===== src/rtl/cssc_pkg.sv =====
// Shared constants and types for the crane schedule sandwich checker.
// No dependencies; every other file in rtl/ imports this package.
package cssc_pkg;

    localparam int MAX_CRANES_DEF = 16;
    localparam int TIME_BITS_DEF  = 32;

    localparam int CRANE_W = 4;
    localparam int NUM_W   = 5;
    localparam int DUR_W   = 16;
    localparam int OUT_W   = 32;

    localparam logic [NUM_W-1:0] NUM_CRANES_RST = 5'd2;

    // Per-beat control broadcast to every cell of both chains.
    typedef struct packed {
        logic clr;   // new schedule starts with this beat
        logic upd;   // beat is good and changes the schedule state
    } cell_ctl_t;

endpackage


===== src/rtl/cssc_crane_cell.sv =====
// One crane cell: holds the earliest free time of a single crane.
// Depends on cssc_pkg. Its neighbor on the right tells it whether the
// target crane of the current beat lies to its right.
module cssc_crane_cell #(
    parameter int INDEX     = 0,
    parameter int TIME_BITS = cssc_pkg::TIME_BITS_DEF
) (
    input  logic                        clk,
    input  logic                        rst_n,
    input  cssc_pkg::cell_ctl_t         ctl,
    input  logic [cssc_pkg::CRANE_W-1:0] crane,
    input  logic [TIME_BITS-1:0]        finish,
    input  logic                        left_in,
    output logic                        left_out,
    output logic [TIME_BITS-1:0]        sel_time
);
    import cssc_pkg::*;

    localparam int IW = (INDEX >= (1 << CRANE_W)) ? $clog2(INDEX + 1) + 1 : CRANE_W + 1;

    logic [TIME_BITS-1:0] time_reg;
    logic [TIME_BITS-1:0] time_next;
    logic [TIME_BITS-1:0] time_eff;
    logic                 self_hit;

    assign self_hit = (IW'(crane) == IW'(INDEX));
    // A cell is left of the target when any cell to its right is the target.
    assign left_out = left_in | self_hit;

    assign time_eff = ctl.clr ? '0 : time_reg;
    assign sel_time = self_hit ? time_eff : '0;

    always_comb
    begin
        time_next = time_eff;
        if (ctl.upd)
        begin
            if (self_hit)
            begin
                time_next = finish;
            end
            else if (left_in && (time_eff < finish))
            begin
                time_next = finish;
            end
        end
    end

    always_ff @(posedge clk or negedge rst_n)
    begin
        if (!rst_n)
        begin
            time_reg <= '0;
        end
        else
        begin
            time_reg <= time_next;
        end
    end

endmodule


===== src/rtl/cssc_hist_cell.sv =====
// One history cell: holds one earlier item and checks it against the
// current beat. Depends on cssc_pkg. Entries shift to the next cell.
module cssc_hist_cell #(
    parameter int STEP      = 1,
    parameter int TIME_BITS = cssc_pkg::TIME_BITS_DEF
) (
    input  logic                         clk,
    input  cssc_pkg::cell_ctl_t          ctl,
    input  logic                         win_en,
    input  logic [cssc_pkg::CRANE_W-1:0] crane,
    input  logic [TIME_BITS-1:0]         start,
    input  logic [TIME_BITS-1:0]         finish,
    input  logic [cssc_pkg::CRANE_W-1:0] prev_crane,
    input  logic [TIME_BITS-1:0]         prev_start,
    input  logic [TIME_BITS-1:0]         prev_finish,
    output logic [cssc_pkg::CRANE_W-1:0] hold_crane,
    output logic [TIME_BITS-1:0]         hold_start,
    output logic [TIME_BITS-1:0]         hold_finish,
    output logic                         hit
);
    import cssc_pkg::*;

    localparam int GW = $clog2(STEP + (1 << CRANE_W)) + 1;

    logic [CRANE_W-1:0]   crane_reg;
    logic [TIME_BITS-1:0] start_reg;
    logic [TIME_BITS-1:0] finish_reg;
    logic [GW-1:0]        gap_lim;
    logic                 sandwiched;
    logic                 overlap;

    assign hold_crane  = crane_reg;
    assign hold_start  = start_reg;
    assign hold_finish = finish_reg;

    // The earlier item is sandwiched when the crane gap exceeds its distance back.
    assign gap_lim    = GW'(crane_reg) + GW'(STEP);
    assign sandwiched = GW'(crane) > gap_lim;
    // max(start) < min(finish) written as four independent compares.
    assign overlap = (start < finish_reg) && (start_reg < finish)
                     && (start < finish) && (start_reg < finish_reg);
    assign hit = win_en && sandwiched && overlap;

    always_ff @(posedge clk)
    begin
        if (ctl.upd)
        begin
            crane_reg  <= prev_crane;
            start_reg  <= prev_start;
            finish_reg <= prev_finish;
        end
    end

endmodule


===== src/rtl/crane_schedule_sandwich_checker_unit.sv =====
// Top level of the crane schedule sandwich checker: crane cell chain,
// history cell chain and the output register. Depends on cssc_pkg,
// cssc_crane_cell and cssc_hist_cell.
//
//   channel  | handshake          | payload
//   ---------+--------------------+-------------------------------------------
//   input    | in_valid/in_ready  | new_schedule, crane_index, processing_time
//   output   | out_valid/out_ready| start_time, finish_time, sandwich_conflict,
//            |                    | infeasible, bad_crane
//   config   | cfg_we             | cfg_wdata (num_cranes)
//
// One beat per cycle when not stalled; the result appears in the output register
// in the cycle after its input beat. The path through the crane free-time select,
// the saturating add and the per-cell compares sets the clock.
// A new beat is taken while the output register is empty or being drained.
// Reset clears crane times, history count and flag, and sets num_cranes to 2.
module crane_schedule_sandwich_checker_unit #(
    parameter int MAX_CRANES = cssc_pkg::MAX_CRANES_DEF,
    parameter int TIME_BITS  = cssc_pkg::TIME_BITS_DEF
) (
    input  logic                         clk,
    input  logic                         rst_n,
    input  logic                         in_valid,
    output logic                         in_ready,
    input  logic                         new_schedule,
    input  logic [cssc_pkg::CRANE_W-1:0] crane_index,
    input  logic [cssc_pkg::DUR_W-1:0]   processing_time,
    output logic                         out_valid,
    input  logic                         out_ready,
    output logic [cssc_pkg::OUT_W-1:0]   start_time,
    output logic [cssc_pkg::OUT_W-1:0]   finish_time,
    output logic                         sandwich_conflict,
    output logic                         infeasible,
    output logic                         bad_crane,
    input  logic                         cfg_we,
    input  logic [cssc_pkg::NUM_W-1:0]   cfg_wdata
);
    import cssc_pkg::*;

    localparam int HIST_DEPTH = MAX_CRANES - 2;
    localparam int HIST_CELLS = (HIST_DEPTH > 0) ? HIST_DEPTH : 1;
    localparam int SEEN_W     = $clog2(HIST_CELLS + 1);
    localparam int CNT_W      = ($clog2(MAX_CRANES + 1) > NUM_W) ?
                                $clog2(MAX_CRANES + 1) : NUM_W;

    logic [NUM_W-1:0]     num_cranes_reg;
    logic [SEEN_W-1:0]    seen_reg;
    logic [SEEN_W-1:0]    seen_next;
    logic [SEEN_W-1:0]    seen_eff;
    logic                 flag_reg;
    logic                 flag_next;

    logic                 out_valid_reg;
    logic [OUT_W-1:0]     start_time_reg;
    logic [OUT_W-1:0]     finish_time_reg;
    logic                 conflict_reg;
    logic                 infeasible_reg;
    logic                 bad_reg;

    logic                 accept;
    logic [CNT_W-1:0]     cranes_eff;
    logic                 bad;
    cell_ctl_t            ctl;

    logic [TIME_BITS-1:0] start;
    logic [TIME_BITS:0]   sum;
    logic [TIME_BITS-1:0] finish;
    logic                 conflict;
    logic [63:0]          start_wide;
    logic [63:0]          finish_wide;

    logic [MAX_CRANES:0]                   left_chain;
    logic [MAX_CRANES-1:0][TIME_BITS-1:0]  sel_times;

    logic [HIST_CELLS:0][CRANE_W-1:0]      h_crane;
    logic [HIST_CELLS:0][TIME_BITS-1:0]    h_start;
    logic [HIST_CELLS:0][TIME_BITS-1:0]    h_finish;
    logic [HIST_CELLS-1:0]                 win_en;
    logic [HIST_CELLS-1:0]                 hits;

    assign in_ready = !out_valid_reg || out_ready;
    assign accept   = in_valid && in_ready;

    assign cranes_eff = (CNT_W'(num_cranes_reg) > CNT_W'(MAX_CRANES)) ?
                        CNT_W'(MAX_CRANES) : CNT_W'(num_cranes_reg);
    assign bad = (CNT_W'(crane_index) >= cranes_eff);

    assign ctl.clr = accept && new_schedule;
    assign ctl.upd = accept && !bad;

    // Crane cell chain; the "left of target" mark travels from right to left.
    assign left_chain[MAX_CRANES] = 1'b0;
    for (genvar k = 0; k < MAX_CRANES; k++)
    begin : g_crane
        cssc_crane_cell #(
            .INDEX     (k),
            .TIME_BITS (TIME_BITS)
        ) u_cell (
            .clk      (clk),
            .rst_n    (rst_n),
            .ctl      (ctl),
            .crane    (crane_index),
            .finish   (finish),
            .left_in  (left_chain[k+1]),
            .left_out (left_chain[k]),
            .sel_time (sel_times[k])
        );
    end

    always_comb
    begin
        start = '0;
        for (int k = 0; k < MAX_CRANES; k++)
        begin
            start = start | sel_times[k];
        end
    end

    assign sum    = {1'b0, start} + (TIME_BITS + 1)'(processing_time);
    assign finish = sum[TIME_BITS] ? '1 : sum[TIME_BITS-1:0];

    assign seen_eff = ctl.clr ? '0 : seen_reg;

    // History chain: cell zero takes the current beat, the others shift.
    assign h_crane[0]  = crane_index;
    assign h_start[0]  = start;
    assign h_finish[0] = finish;
    for (genvar i = 0; i < HIST_CELLS; i++)
    begin : g_hist
        // A cell is in the window when it holds a real entry and it lies
        // within num_cranes - 2 steps back.
        assign win_en[i] = (HIST_DEPTH > 0) && (32'(seen_eff) > i)
                           && (32'(cranes_eff) > i + 2);
        cssc_hist_cell #(
            .STEP      (i + 1),
            .TIME_BITS (TIME_BITS)
        ) u_cell (
            .clk         (clk),
            .ctl         (ctl),
            .win_en      (win_en[i]),
            .crane       (crane_index),
            .start       (start),
            .finish      (finish),
            .prev_crane  (h_crane[i]),
            .prev_start  (h_start[i]),
            .prev_finish (h_finish[i]),
            .hold_crane  (h_crane[i+1]),
            .hold_start  (h_start[i+1]),
            .hold_finish (h_finish[i+1]),
            .hit         (hits[i])
        );
    end

    assign conflict = |hits;

    always_comb
    begin
        flag_next = ctl.clr ? 1'b0 : flag_reg;
        if (ctl.upd && conflict)
        begin
            flag_next = 1'b1;
        end
    end

    always_comb
    begin
        seen_next = seen_eff;
        if (ctl.upd && (seen_eff < SEEN_W'(HIST_CELLS)))
        begin
            seen_next = seen_eff + 1'b1;
        end
    end

    assign start_wide  = 64'(start);
    assign finish_wide = 64'(finish);

    always_ff @(posedge clk or negedge rst_n)
    begin
        if (!rst_n)
        begin
            num_cranes_reg <= NUM_CRANES_RST;
            seen_reg       <= '0;
            flag_reg       <= 1'b0;
            out_valid_reg  <= 1'b0;
        end
        else
        begin
            if (cfg_we)
            begin
                num_cranes_reg <= cfg_wdata;
            end
            if (accept)
            begin
                seen_reg <= seen_next;
                flag_reg <= flag_next;
            end
            if (accept)
            begin
                out_valid_reg <= 1'b1;
            end
            else if (out_ready)
            begin
                out_valid_reg <= 1'b0;
            end
        end
    end

    always_ff @(posedge clk)
    begin
        if (accept)
        begin
            start_time_reg  <= bad ? '0 : start_wide[OUT_W-1:0];
            finish_time_reg <= bad ? '0 : finish_wide[OUT_W-1:0];
            conflict_reg    <= !bad && conflict;
            infeasible_reg  <= flag_next;
            bad_reg         <= bad;
        end
    end

    assign out_valid         = out_valid_reg;
    assign start_time        = start_time_reg;
    assign finish_time       = finish_time_reg;
    assign sandwich_conflict = conflict_reg;
    assign infeasible        = infeasible_reg;
    assign bad_crane         = bad_reg;

    a_bad_zero: assert property (@(posedge clk) disable iff (!rst_n)
        (out_valid && bad_crane) |-> (start_time == '0 && finish_time == '0
                                       && !sandwich_conflict))
        else $error("bad crane beat carries nonzero schedule fields");

    a_conflict_flag: assert property (@(posedge clk) disable iff (!rst_n)
        (out_valid && sandwich_conflict) |-> infeasible)
        else $error("conflict reported without infeasible flag");

    a_flag_sticky: assert property (@(posedge clk) disable iff (!rst_n)
        (flag_reg && !(accept && new_schedule)) |=> flag_reg)
        else $error("infeasible flag dropped without a new schedule");

    a_seen_bound: assert property (@(posedge clk) disable iff (!rst_n)
        seen_reg <= SEEN_W'(HIST_CELLS))
        else $error("history count beyond history depth");

endmodule


===== config.mk =====
export PLATFORM = sky130hd
export DESIGN_NAME = crane_schedule_sandwich_checker_unit
export DESIGN_NICKNAME = d
export VERILOG_FILES = /design/src/rtl/cssc_pkg.sv /design/src/rtl/cssc_crane_cell.sv /design/src/rtl/cssc_hist_cell.sv /design/src/rtl/crane_schedule_sandwich_checker_unit.sv
export SDC_FILE = /design/constraint.sdc
export NUM_CORES = 2
export LEC_CHECK = 0
export BUFFER_PORTS_ARGS = -buffer_cell sky130_fd_sc_hd__clkbuf_2
export CAP_MARGIN = 20
export CORE_ASPECT_RATIO = 1.25
export CORE_MARGIN = 2
export CORE_UTILIZATION = 65
export DETAILED_ROUTE_END_ITERATION = 10
export PLACE_DENSITY = 0.82
export RECOVER_POWER = 50
export SETUP_SLACK_MARGIN = 0.05
export SLEW_MARGIN = 20
export SYNTH_ARGS = -nofsm -noshare
export SYNTH_HDL_FRONTEND = slang
export SYNTH_SLANG_ARGS = --single-unit
export TNS_END_PERCENT = 50

===== constraint.sdc =====
create_clock -name clk -period 47.8 [get_ports clk]
set_input_delay 14.34 -clock clk [delete_from_list [all_inputs] [get_ports clk]]
set_output_delay 14.34 -clock clk [all_outputs]
set_load 0.02 [all_outputs]

==> run_results.csv <==
group,metric,value,unit
min_path,worstHoldStart,"g_hist[1].u_cell.hold_finish[23]",
yosys,synth_area,101700,sq um
worst_setup_path,crit_start,"out_ready",
cts,numClockSinks,1542,
routing,vias_per_cell,6.945,
sta,finClkSkew,0.03116,ns
worst_setup_path,crit_arrival,15.11,ns
yosys,synthCells,9178,
power_and_ir_drop,pwr-share-clk,0.235,
global_routing,antenna_found_initial,17,
status,violations,"max-capacitance violations, max-slew violations",
power_and_ir_drop,ir_drop,0.04699,mV
cts,cts_htree_levels,4,
sta,rsz0062_at_grt,"no",
placed_design,dp.cells,11270,
power_and_ir_drop,switchingPower,2.280,mW
global_routing,grt_max_degree,170,
sta,layout_setup_ws,18.35,ns
power_and_ir_drop,p_leak,51.30,nW
worst_setup_path,worstSetupPathType,"in -> out",
worst_setup_path,r2r_end,"sandwich_conflict",
routing,post-route-drc-count,0,
worst_setup_path,r2r_cells,34,
run,cap_violations,22,
die,dieWidth,357.7,um
global_routing,grtUsageTotal,0.4598,
sta,fmax,33.95,MHz
sta,drv_slew,940,
finish,drive_gt1_frac,0.08572,
yosys,synth_edf_count,1019,
cts,post_cts.repair.setup_buffers,0,
worst_setup_path,rrSetupSlack,34.12,ns
power_and_ir_drop,pwr-share-seq,0.323,
min_path,holdPathEnd,"g_hist[2].u_cell.hold_finish[23]",
routing,wire_per_inst,31.75,um
die,io_pins,100,
yosys,synth-seq-cells,1542,
yosys,async_flop_share,0.3392,
power_and_ir_drop,p_comb_frac,0.441,
global_routing,grt_overflow,0,
die,rows,162,
worst_setup_path,r2r_start,"out_valid",
die,initial_core_util,0.6531,
cts,cts.clk_slew.worst_paths,0.06,ns
yosys,yosys_most_used_dff,"edfxtp_1",
yosys,ys_types,106,
power_and_ir_drop,p_per_area,49.34,nW/um^2
sta,setup-tns-final,0,ns
finish,area_growth,8.638,%
status,status,"complete, but fails checks",
sta,setup_viol_count_final,0,
placed_design,globalplace.congestion,1.123,
die,dieArea,159600,sq um
yosys,yosys_warnings,0,
worst_setup_path,cp-start-kind,"input port",
global_routing,grt_first_pass_wirelength,530.2,mm
power_and_ir_drop,p_int,3.170,mW
yosys,synth_nets,11090,
sta,layout_min_cycle_time,29.45,ns
cts,cts_root_buffer,"clkbuf_16",
worst_setup_path,crit_required,33.46,ns
min_path,min_path_type,"reg -> reg",
worst_setup_path,crit_path_end_kind,"output pin",
placed_design,preCtsSetupSlack,18.36,ns
cts,clk-insertion-delay-late,0.88,ns
die,core_area,155700,sq um
min_path,whs_path_depth,0,
sta,max_slew_margin,-4.707,
placed_design,dp_hpwl,268.7,mm
cts,cts_resized,0,
routing,dr.pass1.iters,6,
sta,hold_viol,0,
power_and_ir_drop,swShare,0.4183,
yosys,ys_seq_area_frac,0.4297,
cts,clockBufferDepth,3,
sta,fin_crit_sh,0.6162,
routing,wirelength,367.1,mm
routing,routed-via-count,80280,
cts,hold_buffers,0,
routing,ant_nets,0,
sta,worst_pin_slew,8.561,ns
finish,fin_cells,11560,
worst_setup_path,crit_fanout,4,
die,chipHeight,446.2,um
placed_design,io_buffers,99,
global_routing,grt_pass1_vias,83130,
cts,cts_made_buffers,159,
cts,cts_tree,"yes",
finish,final_nets,11290,
routing,drt_iter0_markers,8287,
finish,largest_reg_flops,512,
yosys,avgSynthCellArea,11.08,sq um
## power by group through the flow
| stage | logic, mW | clock network (mW) | registers [mW] |
|---|---|---|---|
| 6_report | 2.40 | 1.28 | 1.76 |
| 5_1_grt | 2.57 | 1.33 | 1.78 |
| 4_1_cts | 2.30 | 1.28 | 1.76 |
| 3_5_place_dp | 2.28 | 0 | 1.78 |
| 3_3_place_gp | 2.18 | 0 | 1.77 |
| 2_1_floorplan | 1.40 | 0 | 1.78 |
## placed cells by master, fill, tap and decap left out, types with 24 or more instances in the layout
cell type / instances
a21oi_1: 607
clkinv_1: 26
nor3_1: 142
o2111ai_1: 53
a211oi_1: 94
nand2b_1: 83
nor2_4: 25
o22ai_1: 75
edfxtp_1: 1019
a21o_1: 295
o21ai_0: 389
clkbuf_1: 125
a221oi_1: 24
mux2_1: 54
mux2_2: 275
inv_1: 678
nand4_1: 326
buf_4: 150
dfrtp_1: 522
a2111oi_0: 48
and2_1: 368
nand3_1: 179
nor2b_1: 123
clkbuf_2: 25
ha_1: 1875
and3_1: 29
o211ai_1: 53
nand2_1: 463
nor4_1: 44
clkinv_2: 27
nor2_1: 381
o21a_1: 49
clkbuf_16: 164
mux2i_1: 145
a22oi_1: 51
## logic make-up after synthesis
kind of cell | share of synthesized area
xor gates and xnor gates | 0.003532
muxes | 0.05126
DFF | 0.4297
AOI/OAI and AO/OA | 0.1277
adders and majority gates | 0.2310
buffers and inverters | 0.03693
and+or+nand+nor | 0.1198
## critical path: stages
cell	delay [ns]
clkbuf_2	0.08
nor2b_1	0.32
inv_1	0.19
clkbuf_2	0.19
## layer usage
metal  vias up  global-route usage  wire length, um
met5         -                   0               64
met4        10              0.5193            51170
met3      1865              0.1053            30940
met2      4478              0.7412           170200
met1     38800              0.4623           114700
li1      35130                   -                -
## synth_stat cells (77+ instances only)
| master | n | area share |
|---|---|---|
| ha_1 | 1875 | 0.23 |
| edfxtp_1 | 1019 | 0.30 |
| inv_1 | 678 | 0.025 |
| a21oi_1 | 610 | 0.030 |
| dfrtp_1 | 522 | 0.13 |
| nand2_1 | 464 | 0.017 |
| nor2_1 | 400 | 0.015 |
| o21ai_0 | 391 | 0.019 |
| and2_1 | 370 | 0.023 |
| nand4_1 | 326 | 0.020 |
| a21o_1 | 296 | 0.022 |
| mux2_2 | 275 | 0.030 |
| nand3_1 | 180 | 0.0089 |
| mux2i_1 | 146 | 0.014 |
| nor3_1 | 142 | 0.0070 |
| clkbuf_1 | 132 | 0.0049 |
| nor2b_1 | 123 | 0.0076 |
| a211oi_1 | 94 | 0.0069 |
| nand2b_1 | 83 | 0.0051 |
| o22ai_1 | 77 | 0.0047 |
## through the flow
stage          hold slack, ns  power [mW]  utilization  cell area (sq um)
6_report               0.4315       5.450       0.7095             110400
5_1_grt                0.4496       5.677       0.7095             110400
3_3_place_gp           0.4304       3.950       0.6771             105400
4_1_cts                0.4333       5.337       0.7106             110600
2_1_floorplan          0.4264       3.184            -             101700
3_5_place_dp           0.4321       4.065       0.6773             105400
## worst max path at each step
stage	end	slack, ns	cells after the start
after floorplan	g_crane[15].u_cell.time_reg[22]	15.60	11
after global placement	in_ready	18.34	4
after detailed placement	in_ready	18.36	4
after CTS	in_ready	18.35	4
after global routing	in_ready	18.29	4
final	in_ready	18.35	4
## layout make-up
class	count	area, sq um
Antenna cell	2	5.005
Fill cell	11160	45220
Timing Repair Buffer	281	1717
Multi-Input combinational cell	6713	54710
Clock buffer	204	4384
Inverter	685	2580
Clock inverter	83	798.3
Sequential cell	1542	43690
Tap cell	2050	2565
Power figures use the tool's default switching activity.
